## src/rtl/cmb2d_pkg.sv

```systemverilog
package cmb2d_pkg;

  localparam int unsigned DEF_MAX_X_VALUES = 16;
  localparam int unsigned DEF_MAX_Y_VALUES = 16;
  localparam int unsigned DEF_BIN_COUNT    = 65536;
  localparam int unsigned DEF_COUNT_BITS   = 32;

  localparam int unsigned CH_W      = 8;
  localparam int unsigned AX_W      = 9;
  localparam int unsigned BIN_W     = 17;
  localparam int unsigned CHAN_IN_W = 16;
  localparam int unsigned ADDR_IN_W = 16;
  localparam int unsigned OUT_W     = 32;
  localparam int unsigned S_TDATA_W = 40;
  localparam int unsigned S_TUSER_W = 2;
  localparam int unsigned CFG_IDX_W = 2;

  localparam logic [AX_W-1:0] AXIS_LIMIT = 9'd256;

  localparam logic OP_PARAM = 1'b0;
  localparam logic OP_READ  = 1'b1;
  localparam logic AXIS_X   = 1'b0;
  localparam logic AXIS_Y   = 1'b1;

  localparam logic [CFG_IDX_W-1:0] CFG_X_CHANNELS = 2'd0;
  localparam logic [CFG_IDX_W-1:0] CFG_Y_CHANNELS = 2'd1;
  localparam logic [CFG_IDX_W-1:0] CFG_ENABLE     = 2'd2;

  typedef struct packed {
    logic push;
    logic clr;
  } list_ctrl_t;

  typedef struct packed {
    logic             ok;
    logic [BIN_W-1:0] bin;
  } bin_res_t;

endpackage

```

## src/rtl/cmb2d_bin_calc.sv

```systemverilog
module cmb2d_bin_calc import cmb2d_pkg::*; #(
  parameter int unsigned BIN_COUNT = DEF_BIN_COUNT
) (
  input  logic            clk_i,
  input  logic [CH_W-1:0] xc_i,
  input  logic [CH_W-1:0] yc_i,
  input  logic [AX_W-1:0] xs_i,
  input  logic [AX_W-1:0] ys_i,
  output bin_res_t        res_o
);

  localparam int unsigned CMP_W =
    ($clog2(BIN_COUNT) + 1 > BIN_W) ? $clog2(BIN_COUNT) + 1 : BIN_W;

  logic [BIN_W-1:0] prod;
  bin_res_t         res_d;
  bin_res_t         res_q;

  always_comb begin
    prod      = BIN_W'(yc_i) * BIN_W'(xs_i);
    res_d.bin = prod + BIN_W'(xc_i);
    res_d.ok  = ({1'b0, xc_i} < xs_i) && ({1'b0, yc_i} < ys_i) &&
                (CMP_W'(res_d.bin) < CMP_W'(BIN_COUNT));
  end

  always_ff @(posedge clk_i) begin
    res_q <= res_d;
  end

  assign res_o = res_q;

endmodule

```

## config.mk

```make
export PLATFORM = sky130hd
export DESIGN_NAME = cmb2d_bin_calc
export DESIGN_NICKNAME = d
export VERILOG_FILES = /design/src/rtl/cmb2d_pkg.sv /design/src/rtl/cmb2d_bin_calc.sv
export SDC_FILE = /design/constraint.sdc
export NUM_CORES = 1
export LEC_CHECK = 0
export BUFFER_PORTS_ARGS = -buffer_cell sky130_fd_sc_hd__buf_2
export CORE_MARGIN = 3
export CORE_UTILIZATION = 30
export CTS_CLUSTER_SIZE = 14
export DETAILED_ROUTE_END_ITERATION = 16
export SYNTH_ARGS = -nofsm -noshare
export SYNTH_HDL_FRONTEND = slang
export SYNTH_SLANG_ARGS = --single-unit
```

## constraint.sdc

```tcl
create_clock -name clk_i -period 9.2 [get_ports clk_i]
set_input_delay 0.46 -clock clk_i [delete_from_list [all_inputs] [get_ports clk_i]]
set_output_delay 0.46 -clock clk_i [all_outputs]
set_load 0.005 [all_outputs]
```

# After elaboration in Yosys (flattened, before gate mapping)
# Cells that the tools add are included.
# totals
register_bits,18
latch_bits,0
mem_bits_rw,0
romBits,0
wordCells,9
mem_count,0
# op_classes
add_sub_neg,1
mul,1
div,0
n_lt_le_gt_ge,3
n_eq_ne,0
shift,0
muxes,0
bitwise,0
n_reduce_logical,2
# op_table
op,n
8-bit by 9-bit < comparator with 1-bit output,2
17-bit by 8-bit adder with 17-bit output,1
17-bit < comparator (second input constant),1
8-bit by 9-bit multiplier with 17-bit output,1
1-bit logical AND,2

# Logic depth before layout (Yosys ltp)
# depth
word_depth,4
mapped_depth,18
depth_no_buf,17

# Worst setup path before layout
# OpenSTA, ideal clock, no wires.
# synth_timing
path_kind,input -> register
from,in yc_i[0]
to,reg res_q (netlist bit res_o[13])
setup_ps,72
arrival_time_ps,4421
setup_slack_ps,4706
stages,16
cell_sequence,clkbuf_1 nand2_1 fa_1 inv_1 fa_1 inv_1 fa_1 fa_1 inv_1 ha_1 o21a_1 o31a_1 or4_4 a41o_1 a21oi_1 xnor2_1
# synth_rtl
element,line_no,rtl
"start, declared",cmb2d_bin_calc.sv:6,"input logic [CH_W-1:0] yc_i,"
"end signal, assigned",cmb2d_bin_calc.sv:27,res_q <= res_d;
"end, declared",cmb2d_bin_calc.sv:17,bin_res_t res_q;

==> results_dict.tcl <==
set metrics [dict create \
    hold_path_class "input port to register" \
    syn_nets 498 \
    grt_overflow 0 \
    hold_viol_final 0 \
    viasPerCell 4.60 \
    path_delay_family "adder cells" \
    async_flop_share_pct 0 \
    wl_um 6810 \
    syn_avg_cell_area_um2 9.00 \
    clock_sinks 18 \
    stdcell_area_um2 3720 \
    status "finished clean" \
    fmax_mhz 226 \
    routabilityCongestion 0.865 \
    final_cell_mix "inv_1, and2_1, ha_1, buf_2, fa_1" \
    crit_type "input port to register" \
    slowest_delay_ns 0.54 \
    drv_cap 0 \
    grt_use_total_pct 12.0 \
    ant_nets 0 \
    ys.flop_type "dfxtp_1" \
    cts-root-buf "clkbuf_8" \
    worst_pin_slew_ns 0.313 \
    ys_seq_area_share_pct 11.1 \
    postCtsResizedCells 0 \
    fp.dieW_um 110 \
    max-vdd-ir-drop_mv 0.0982 \
    netlist_area_um2 3250 \
    drcViolationCount 0 \
    hold_buffers 0 \
    wire_per_inst_um 12.4 \
    setup_tns_ns 0 \
    largest_reg_flops 18 \
    cp-end-kind "register" \
    relSlewSlack_pct 79.1 \
    initial_core_util_pct 31.2 \
    cp-start-kind "input port" \
    synth-xor-area-share_pct 2.97 \
    drt_iter0_drc 75 \
    muxShareOfSynthArea_pct 0 \
    synth.distinct_cells 32 \
    die_y_um 110 \
    path_max_fanout 10 \
    grt_pass1_wl_um 11600 \
    synth_top_family_by_area "adder cells" \
    setup_viol 0 \
    cp_cell_sequence "buf_2, nand2_1, fa_1, fa_1, inv_1, fa_1, inv_1, fa_1, inv_1, ha_1, o21a_1, o31a_1, or4_4, a41o_1, a21oi_1, xnor2_1" \
    synth-compound-area-share_pct 7.86 \
    ys_seq_elements 18 \
    via_count 2537 \
    worst_path_most_repeated_cell "fa_1" \
    period_minus_slack_ns 4.43 \
    cts_buffer_depth 2 \
    antenna_found_initial 0 \
    synth-simple-area-share_pct 17.4 \
    synthAdderAreaFrac_pct 50.8 \
    cts.clk_slew.worst_paths_ns 0.07 \
    die_area_um2 12100 \
    num_io_pins 53 \
    grt_max_degree 11 \
    cts.htree.levels 1 \
    rsz0062_at_grt "no" \
    synth_edf_count 0 \
    place_area_um2 3670 \
    netlist_instances 361 \
    cp_data_required_time_ns 9.38 \
    first_pass_iters 4 \
    drive_gt1_share_pct 13.7 \
    cts_setup_buffers 0 \
    coreArea_um2 10400 \
    numCtsBuffers 3 \
    arrival_ns 4.61 \
    drv_slew 0 \
    placementRows 37 \
    final_common_cell "inv_1" \
    ys_warn_count 0 \
    n_antenna_cell 0 \
    port_buffers 52 \
    dp_hpwl_um 6050 \
    final.period_utilization_pct 48.1 \
    power_density_nw_per_um2 198 \
    p_leak_uw 0.00204 \
    syn_to_final_growth_pct 14.4 \
    critPathBufInv 4 \
    final_nets 554 \
    grt_pass1_vias 2562 \
    critPathSlowestCell "fa_1" \
    cts_tree "yes" \
]
[Yosys cell counts (2+ instances only)]
| cell | count | share of area (%) |
|---|---|---|
| o21ai_0 | 7 | 1.1 |
| nor2_1 | 7 | 0.81 |
| nor2b_1 | 2 | 0.39 |
| a21oi_1 | 16 | 2.5 |
| dfxtp_1 | 18 | 11 |
| nand3_1 | 2 | 0.31 |
| xnor2_1 | 7 | 1.9 |
| nand2_1 | 30 | 3.5 |
| o21ai_1 | 2 | 0.31 |
| a21o_1 | 7 | 1.6 |
| a31oi_1 | 3 | 0.58 |
| fa_1 | 50 | 31 |
| o21a_1 | 2 | 0.46 |
| nand2b_1 | 2 | 0.39 |
| and2_1 | 52 | 10 |
| ha_1 | 52 | 20 |
| xor2_1 | 4 | 1.1 |
| inv_1 | 84 | 9.7 |
[layer usage]
metal  up-vias  wire length (µm)  GRT usage, %
met4         0                23          1.16
met1      1247              2900          15.6
met2        62              3520          21.6
met3         2               366          2.10
met5         -                 0             0
li1       1226                 -             -
[stage by stage]
step | cells | hold slack, ns | setup WS, ns | total power, µW | util [%]
5_1_grt | 551 | 0.436 | 4.56 | 832 | 35.7
4_1_cts | 551 | 0.430 | 4.76 | 754 | 35.7
6_report | 551 | 0.439 | 4.77 | 735 | 35.7
3_5_place_dp | 548 | 0.703 | 4.49 | 691 | 35.3
2_1_floorplan | 361 | 0.590 | 4.71 | 548 | -
3_3_place_gp | 548 | 0.708 | 4.54 | 682 | 35.3
[power breakdown]
group | switching (µW) | total [µW] | internal (µW)
Combinational | 294 | 550 | 256
Sequential | 9.52 | 130 | 120
Clock | 26.1 | 55.2 | 29.1
[kinds of logic after synthesis]
family | count (synthesis)
AO/OA/AOI/OAI | 42
adder cells (fa/ha/maj) | 102
flip-flops | 18
buffers and inverters | 85
AND/OR/NAND/NOR | 103
XOR/XNOR | 11
[path summary, 6_finish.rpt]
check             startpoint   endpoint  slack, ns  depth (start not counted)
hold / removal       xc_i[0]   res_o[0]       0.44                          2
setup / recovery     yc_i[7]  res_o[15]       4.77                         16
[layout make-up]
cell class / instances / area (µm²)
clock buffer: 3 / 41.3
tap: 136 / 170
inverter: 84 / 315
fill: 1095 / 6700
multi-input combinational: 258 / 2570
sequential: 18 / 360
timing repair buffer: 52 / 260
Power figures use the tool's default switching activity.
