**config.mk**
```make
export PLATFORM = sky130hd
export DESIGN_NAME = cmb2d_chan_list
export DESIGN_NICKNAME = d
export VERILOG_FILES = /design/src/rtl/cmb2d_pkg.sv /design/src/rtl/cmb2d_chan_list.sv
export SDC_FILE = /design/constraint.sdc
export NUM_CORES = 1
export LEC_CHECK = 0
export ABC_CLOCK_PERIOD_IN_PS = 2000
export BUFFER_PORTS_ARGS = -buffer_cell sky130_fd_sc_hd__buf_4
export CAP_MARGIN = 20
export CORE_MARGIN = 1.5
export CORE_UTILIZATION = 45
export DETAILED_ROUTE_END_ITERATION = 8
export GPL_TIMING_DRIVEN = 1
export PLACE_DENSITY = 0.69
export SLEW_MARGIN = 20
export SYNTH_ARGS = -nofsm -noshare
export SYNTH_HDL_FRONTEND = slang
export SYNTH_SLANG_ARGS = --single-unit
```
**constraint.sdc**
```tcl
create_clock -name clk_i -period 2 [get_ports clk_i]
set_input_delay 0 -clock clk_i [delete_from_list [all_inputs] [get_ports clk_i]]
set_output_delay 0 -clock clk_i [all_outputs]
set_load 0.01 [all_outputs]
```
**src/rtl/cmb2d_pkg.sv**
```systemverilog
package cmb2d_pkg;

  localparam int unsigned DEF_MAX_X_VALUES = 16;
  localparam int unsigned DEF_MAX_Y_VALUES = 16;
  localparam int unsigned DEF_BIN_COUNT    = 65536;
  localparam int unsigned DEF_COUNT_BITS   = 32;

  localparam int unsigned CH_W      = 8;
  localparam int unsigned AX_W      = 9;
  localparam int unsigned BIN_W     = 17;
  localparam int unsigned CHAN_IN_W = 16;
  localparam int unsigned ADDR_IN_W = 16;
  localparam int unsigned OUT_W     = 32;
  localparam int unsigned S_TDATA_W = 40;
  localparam int unsigned S_TUSER_W = 2;
  localparam int unsigned CFG_IDX_W = 2;

  localparam logic [AX_W-1:0] AXIS_LIMIT = 9'd256;

  localparam logic OP_PARAM = 1'b0;
  localparam logic OP_READ  = 1'b1;
  localparam logic AXIS_X   = 1'b0;
  localparam logic AXIS_Y   = 1'b1;

  localparam logic [CFG_IDX_W-1:0] CFG_X_CHANNELS = 2'd0;
  localparam logic [CFG_IDX_W-1:0] CFG_Y_CHANNELS = 2'd1;
  localparam logic [CFG_IDX_W-1:0] CFG_ENABLE     = 2'd2;

  typedef struct packed {
    logic push;
    logic clr;
  } list_ctrl_t;

  typedef struct packed {
    logic             ok;
    logic [BIN_W-1:0] bin;
  } bin_res_t;

endpackage

```
**src/rtl/cmb2d_chan_list.sv**
```systemverilog
module cmb2d_chan_list import cmb2d_pkg::*; #(
  parameter int unsigned DEPTH = DEF_MAX_X_VALUES,
  localparam int unsigned IDX_W = (DEPTH > 1) ? $clog2(DEPTH) : 1,
  localparam int unsigned CNT_W = $clog2(DEPTH + 1)
) (
  input  logic             clk_i,
  input  logic             rst_ni,
  input  list_ctrl_t       ctrl_i,
  input  logic [CH_W-1:0]  chan_i,
  input  logic [IDX_W-1:0] rd_idx_i,
  output logic [CH_W-1:0]  rd_chan_o,
  output logic [CNT_W-1:0] count_o
);

  logic [CH_W-1:0]  mem_q [DEPTH];
  logic [CH_W-1:0]  rd_q;
  logic [CNT_W-1:0] count_q;
  logic             full;
  logic             wr;

  assign full = (count_q >= CNT_W'(DEPTH));
  assign wr   = ctrl_i.push && !full;

  always_ff @(posedge clk_i or negedge rst_ni) begin
    if (!rst_ni) begin
      count_q <= '0;
    end else if (ctrl_i.clr) begin
      count_q <= '0;
    end else if (wr) begin
      count_q <= count_q + CNT_W'(1);
    end
  end

  always_ff @(posedge clk_i) begin
    if (wr) begin
      mem_q[count_q[IDX_W-1:0]] <= chan_i;
    end
    rd_q <= mem_q[rd_idx_i];
  end

  assign rd_chan_o = rd_q;
  assign count_o   = count_q;

endmodule

```
# After elaboration in Yosys (flattened, before gate mapping)
# Memory sizes are Yosys's and may differ from the RTL's. A register that Yosys moved wholly into a read port is not among the register bits.
# Cells that the tools add are included.
# totals
n_memories,1
mem_bits_rw,128
out_inout_bits,13
wordCells,11
regBits,5
in_bits,16
# op_classes
magnitude_cmp,1
n_addsub,1
n_mux,4
n_reduce_logical,3
# mem_list
name,depth,width,rd,rd_clocked_by_memory_dff,wr,line,rtl
mem_q,16,8,1,1,1,cmb2d_chan_list.sv:15,logic [CH_W-1:0] mem_q [DEPTH];
# ops
op,n
two-way mux 5 bit,2
"adder 5 x 1 -> 5 bit, second input constant",1
"greater-or-equal comparator 5 bit, second input constant",1
two-way mux 1 bit,2
nonzero test 2 bit,1
logical AND 1 bit,1
zero test 1 bit,1

# Logic depth before layout (Yosys ltp)
# depth
depth_word,5
mapped_depth,5

# Worst setup path before layout
# No wires, ideal clock.
# synth_path
path_kind,flip-flop to flip-flop
startpoint,register count_q[4] (netlist: count_o[4])
endpoint,"memory mem_q[11][0], enable pin"
synth_period_minus_slack_ns,1.494
slack_ns,0.506
n_path_buf,0
required_time_ns,1.668
stages_incl_launch_ff,4
t_arrival_ns,1.163
path_cell_list,dfrtp_1 nand2b_1 nor3_1 and2_1
# synth_via
elab_chain_cells,5
# synth_rtl
element,line,rtl
start: declaration,cmb2d_chan_list.sv:17,logic [CNT_W-1:0] count_q;
start signal: assignment,cmb2d_chan_list.sv:30,count_q <= count_q + CNT_W'(1);
greater-or-equal comparator 5 bit,cmb2d_chan_list.sv:21,assign full = (count_q >= CNT_W'(DEPTH));
zero test 1 bit,cmb2d_chan_list.sv:22,assign wr = ctrl_i.push && !full;
logical AND 1 bit,cmb2d_chan_list.sv:22,
two-way mux 1 bit,cmb2d_chan_list.sv:35,if (wr) begin
two-way mux 1 bit (not written as such),cmb2d_chan_list.sv:36,mem_q[count_q[IDX_W-1:0]] <= chan_i;
end: declaration,cmb2d_chan_list.sv:15,
# Every way passes these cells.

# Worst setup path after layout
# layout_path
startpoint,register count_q[4] (netlist: count_o[4])
endpoint,"memory mem_q[3][7], enable pin"
# The elaborated chain is that of the path after synthesis.

==> metrics.cfg <==
[yosys]
ys_types = 27
synth_seq_area_share = 0.758
synth.top_cell.area_share = 0.706
synth_top_cell_by_area = edfxtp_1
syn-num-nets = 275
yosys-top-cells-area = edfxtp_1 (71%), mux4_2 (7.4%), mux4_1 (6.8%), dfxtp_1 (2.9%), dfrtp_1 (2.3%)
syn_avg_cell_area_sq_um = 21.4
syn_area_sq_um = 5450
ys_warn_count = 0
synth_seq_cells = 141
netlist_instances = 254

[drt]
wl_per_cell_um = 22.2
ant_nets = 0
drt-initial-drc-count = 191
via_count = 2573
dr.pass1.iters = 4
vias_per_cell = 5.57
routed_wl_mm = 10.3
remaining_drc_errors = 0

[clock_tree]
cts_htree_levels = 4
cts-buffers-inserted = 17
cts.sinks = 141
worstSkewPairLatency_ps = 420
clockRootBuffer = clkbuf_16
cts_tree = yes
clock_path_buffers = 2
cts_resized = 0
clk_pin_slew_ps = 60

[worst_setup_path]
worstPathRequired_ps = 2080
worst_setup_path_end_kind = register
ff2ff_setup_slack_ps = 260
arrival_ps = 1820
worst-setup-path-type = register to register
cp_max_fo = 8
crit_start = count_o[4]
r2r_start = count_o[4]
ff2ff_path_depth = 3
start_kind = register
r2r-end = mem_q[3][7]

[timing]
final-max-slew-violation-count = 0
finalSetupViolations = 0
holdWs_ps = 122
setup_tns_ps = 0
hold_viol_final = 0
clock_skew_ps = 6.61
rsz0062_at_grt = false
finalCritPeriodShare = 0.871
fmax_mhz = 574
timing.final.crit_period_ps = 1740
relSlewSlack = 0.576
worst_pin_slew_ps = 635

[finish]
final_cell_mix = edfxtp_1 (128), buf_4 (31), mux4_2 (18), and2_1 (17), clkbuf_16 (17)
syn2layout_area_growth_pct = 18.3
layout_commonest_cell = edfxtp_1
fin_util = 0.555
diodes = 0
nets = 327
drive_gt1_frac = 0.248
final_area_sq_um = 6440

[placement]
gp_congestion = 0.752
placedInstanceArea_sq_um = 5770
post-dp-hpwl_mm = 6.48
io_buffers = 28

[hold_path]
holdPathStages = 4
hold_class = input pin to register
whs_endpoint = rd_chan_o[1]
min_from = rd_idx_i[3]

[floorplanning]
start_util = 0.469
core_sq_um = 11600
fp-row-count = 39
die_x_um = 113
dieArea_sq_um = 12800
ioPinCount = 29
die_y_um = 113

[global_route]
grt_pass1_wl_mm = 15.2
grt_start_max_net_pins = 33
grt_pass1_vias = 2624
grt_overflow_total = 0
grt_usage = 0.173
antenna_found_initial = 0

[run_status]
status = completed

[pwr]
cellLeakagePower_nw = 2.22
p_per_area_nw_per_um2 = 1010
irDropWorstVdd_mv = 0.631

[run]
maxCapViolCount = 0

[worst max-delay path, cell delays in order (launching register included)]
cell and delay, ps:
dfrtp_1 410, nand2b_1 230, nor3_1 350, and2_1 420
[registers in the layout (all words and copies together) (netlist names)]
signal,flops
count_o,5
mem_q,128
rd_chan_o,8
[logic make-up after synthesis]
group                      share of synthesized area
AOI/OAI and AO/OA                             0.0255
xor gates and xnor gates                     0.00322
adders and majority gates                     0.0115
buffers and inverters                         0.0179
DFF                                            0.758
muxes                                          0.144
and+or+nand+nor                               0.0400
[worst max path at each step]
| stage | end | slack (ps) | cells after the start |
|---|---|---|---|
| floorplan | mem_q[11][0] | 510 | 3 |
| global placement | mem_q[8][7] | 300 | 3 |
| detailed placement | mem_q[0][6] | 290 | 3 |
| CTS | mem_q[0][7] | 280 | 3 |
| global route | mem_q[8][5] | 140 | 3 |
| finish | mem_q[3][7] | 260 | 3 |
[layer usage]
metal  GRT usage  up-vias  wire [um]
li1            -     1156          -
met1       0.232     1300       4520
met2       0.261       95       4840
met3      0.0428       22        619
met4      0.0967        0        291
met5           0        -          0
[cells in the mapped netlist]
library cell     number
nand2_1               9
and2b_1               1
mux4_2               18
and2_1               17
nand2b_1              1
ha_1                  5
clkdlybuf4s25_2       3
o21ai_0               1
a22oi_1              16
or3_1                 1
dfxtp_1               8
a41oi_1               1
edfxtp_1            128
nand3b_1              2
xnor2_1               1
buf_4                 1
nor2_1                7
dfrtp_1               5
nor2b_1               1
mux2i_1               1
mux4_1               14
nor3_1                2
buf_2                 3
inv_1                 3
a21oi_1               1
buf_6                 3
xor2_1                1
[timing repair]
item | in CTS | in global routing
setup endpoints to repair | 0 | 0
endpoints found under the hold margin | 138 | 0
buffers inserted | 0 | 0
hold buffers | 12 | 0
[per-stage QoR]
stage | setup slack, ps | cells | total power [mW]
floorplan | 506 | 254 | 3.53
global placement | 296 | 418 | 3.68
detailed placement | 287 | 418 | 3.68
CTS | 276 | 462 | 6.56
global route | 138 | 462 | 6.70
finish | 257 | 462 | 6.51
[power by group]
| part | internal (mW) | switching (mW) | leakage [nW] | total, mW |
|---|---|---|---|---|
| Sequential | 3.27 | 0.0188 | 1.29 | 3.29 |
| Combinational | 0.157 | 0.191 | 0.663 | 0.348 |
| Clock | 1.70 | 1.18 | 0.260 | 2.88 |
[final cells by class]
type                    instances  area, sq um
inverters                       3         11.3
clock buffers                  18          429
repair buffers                 43          353
multi-input cells             100         1220
clock inverters                14          123
flip-flops and latches        141         4130
well taps                     143          179
fillers                       880         5170
(Power assumes the default switching activity.)
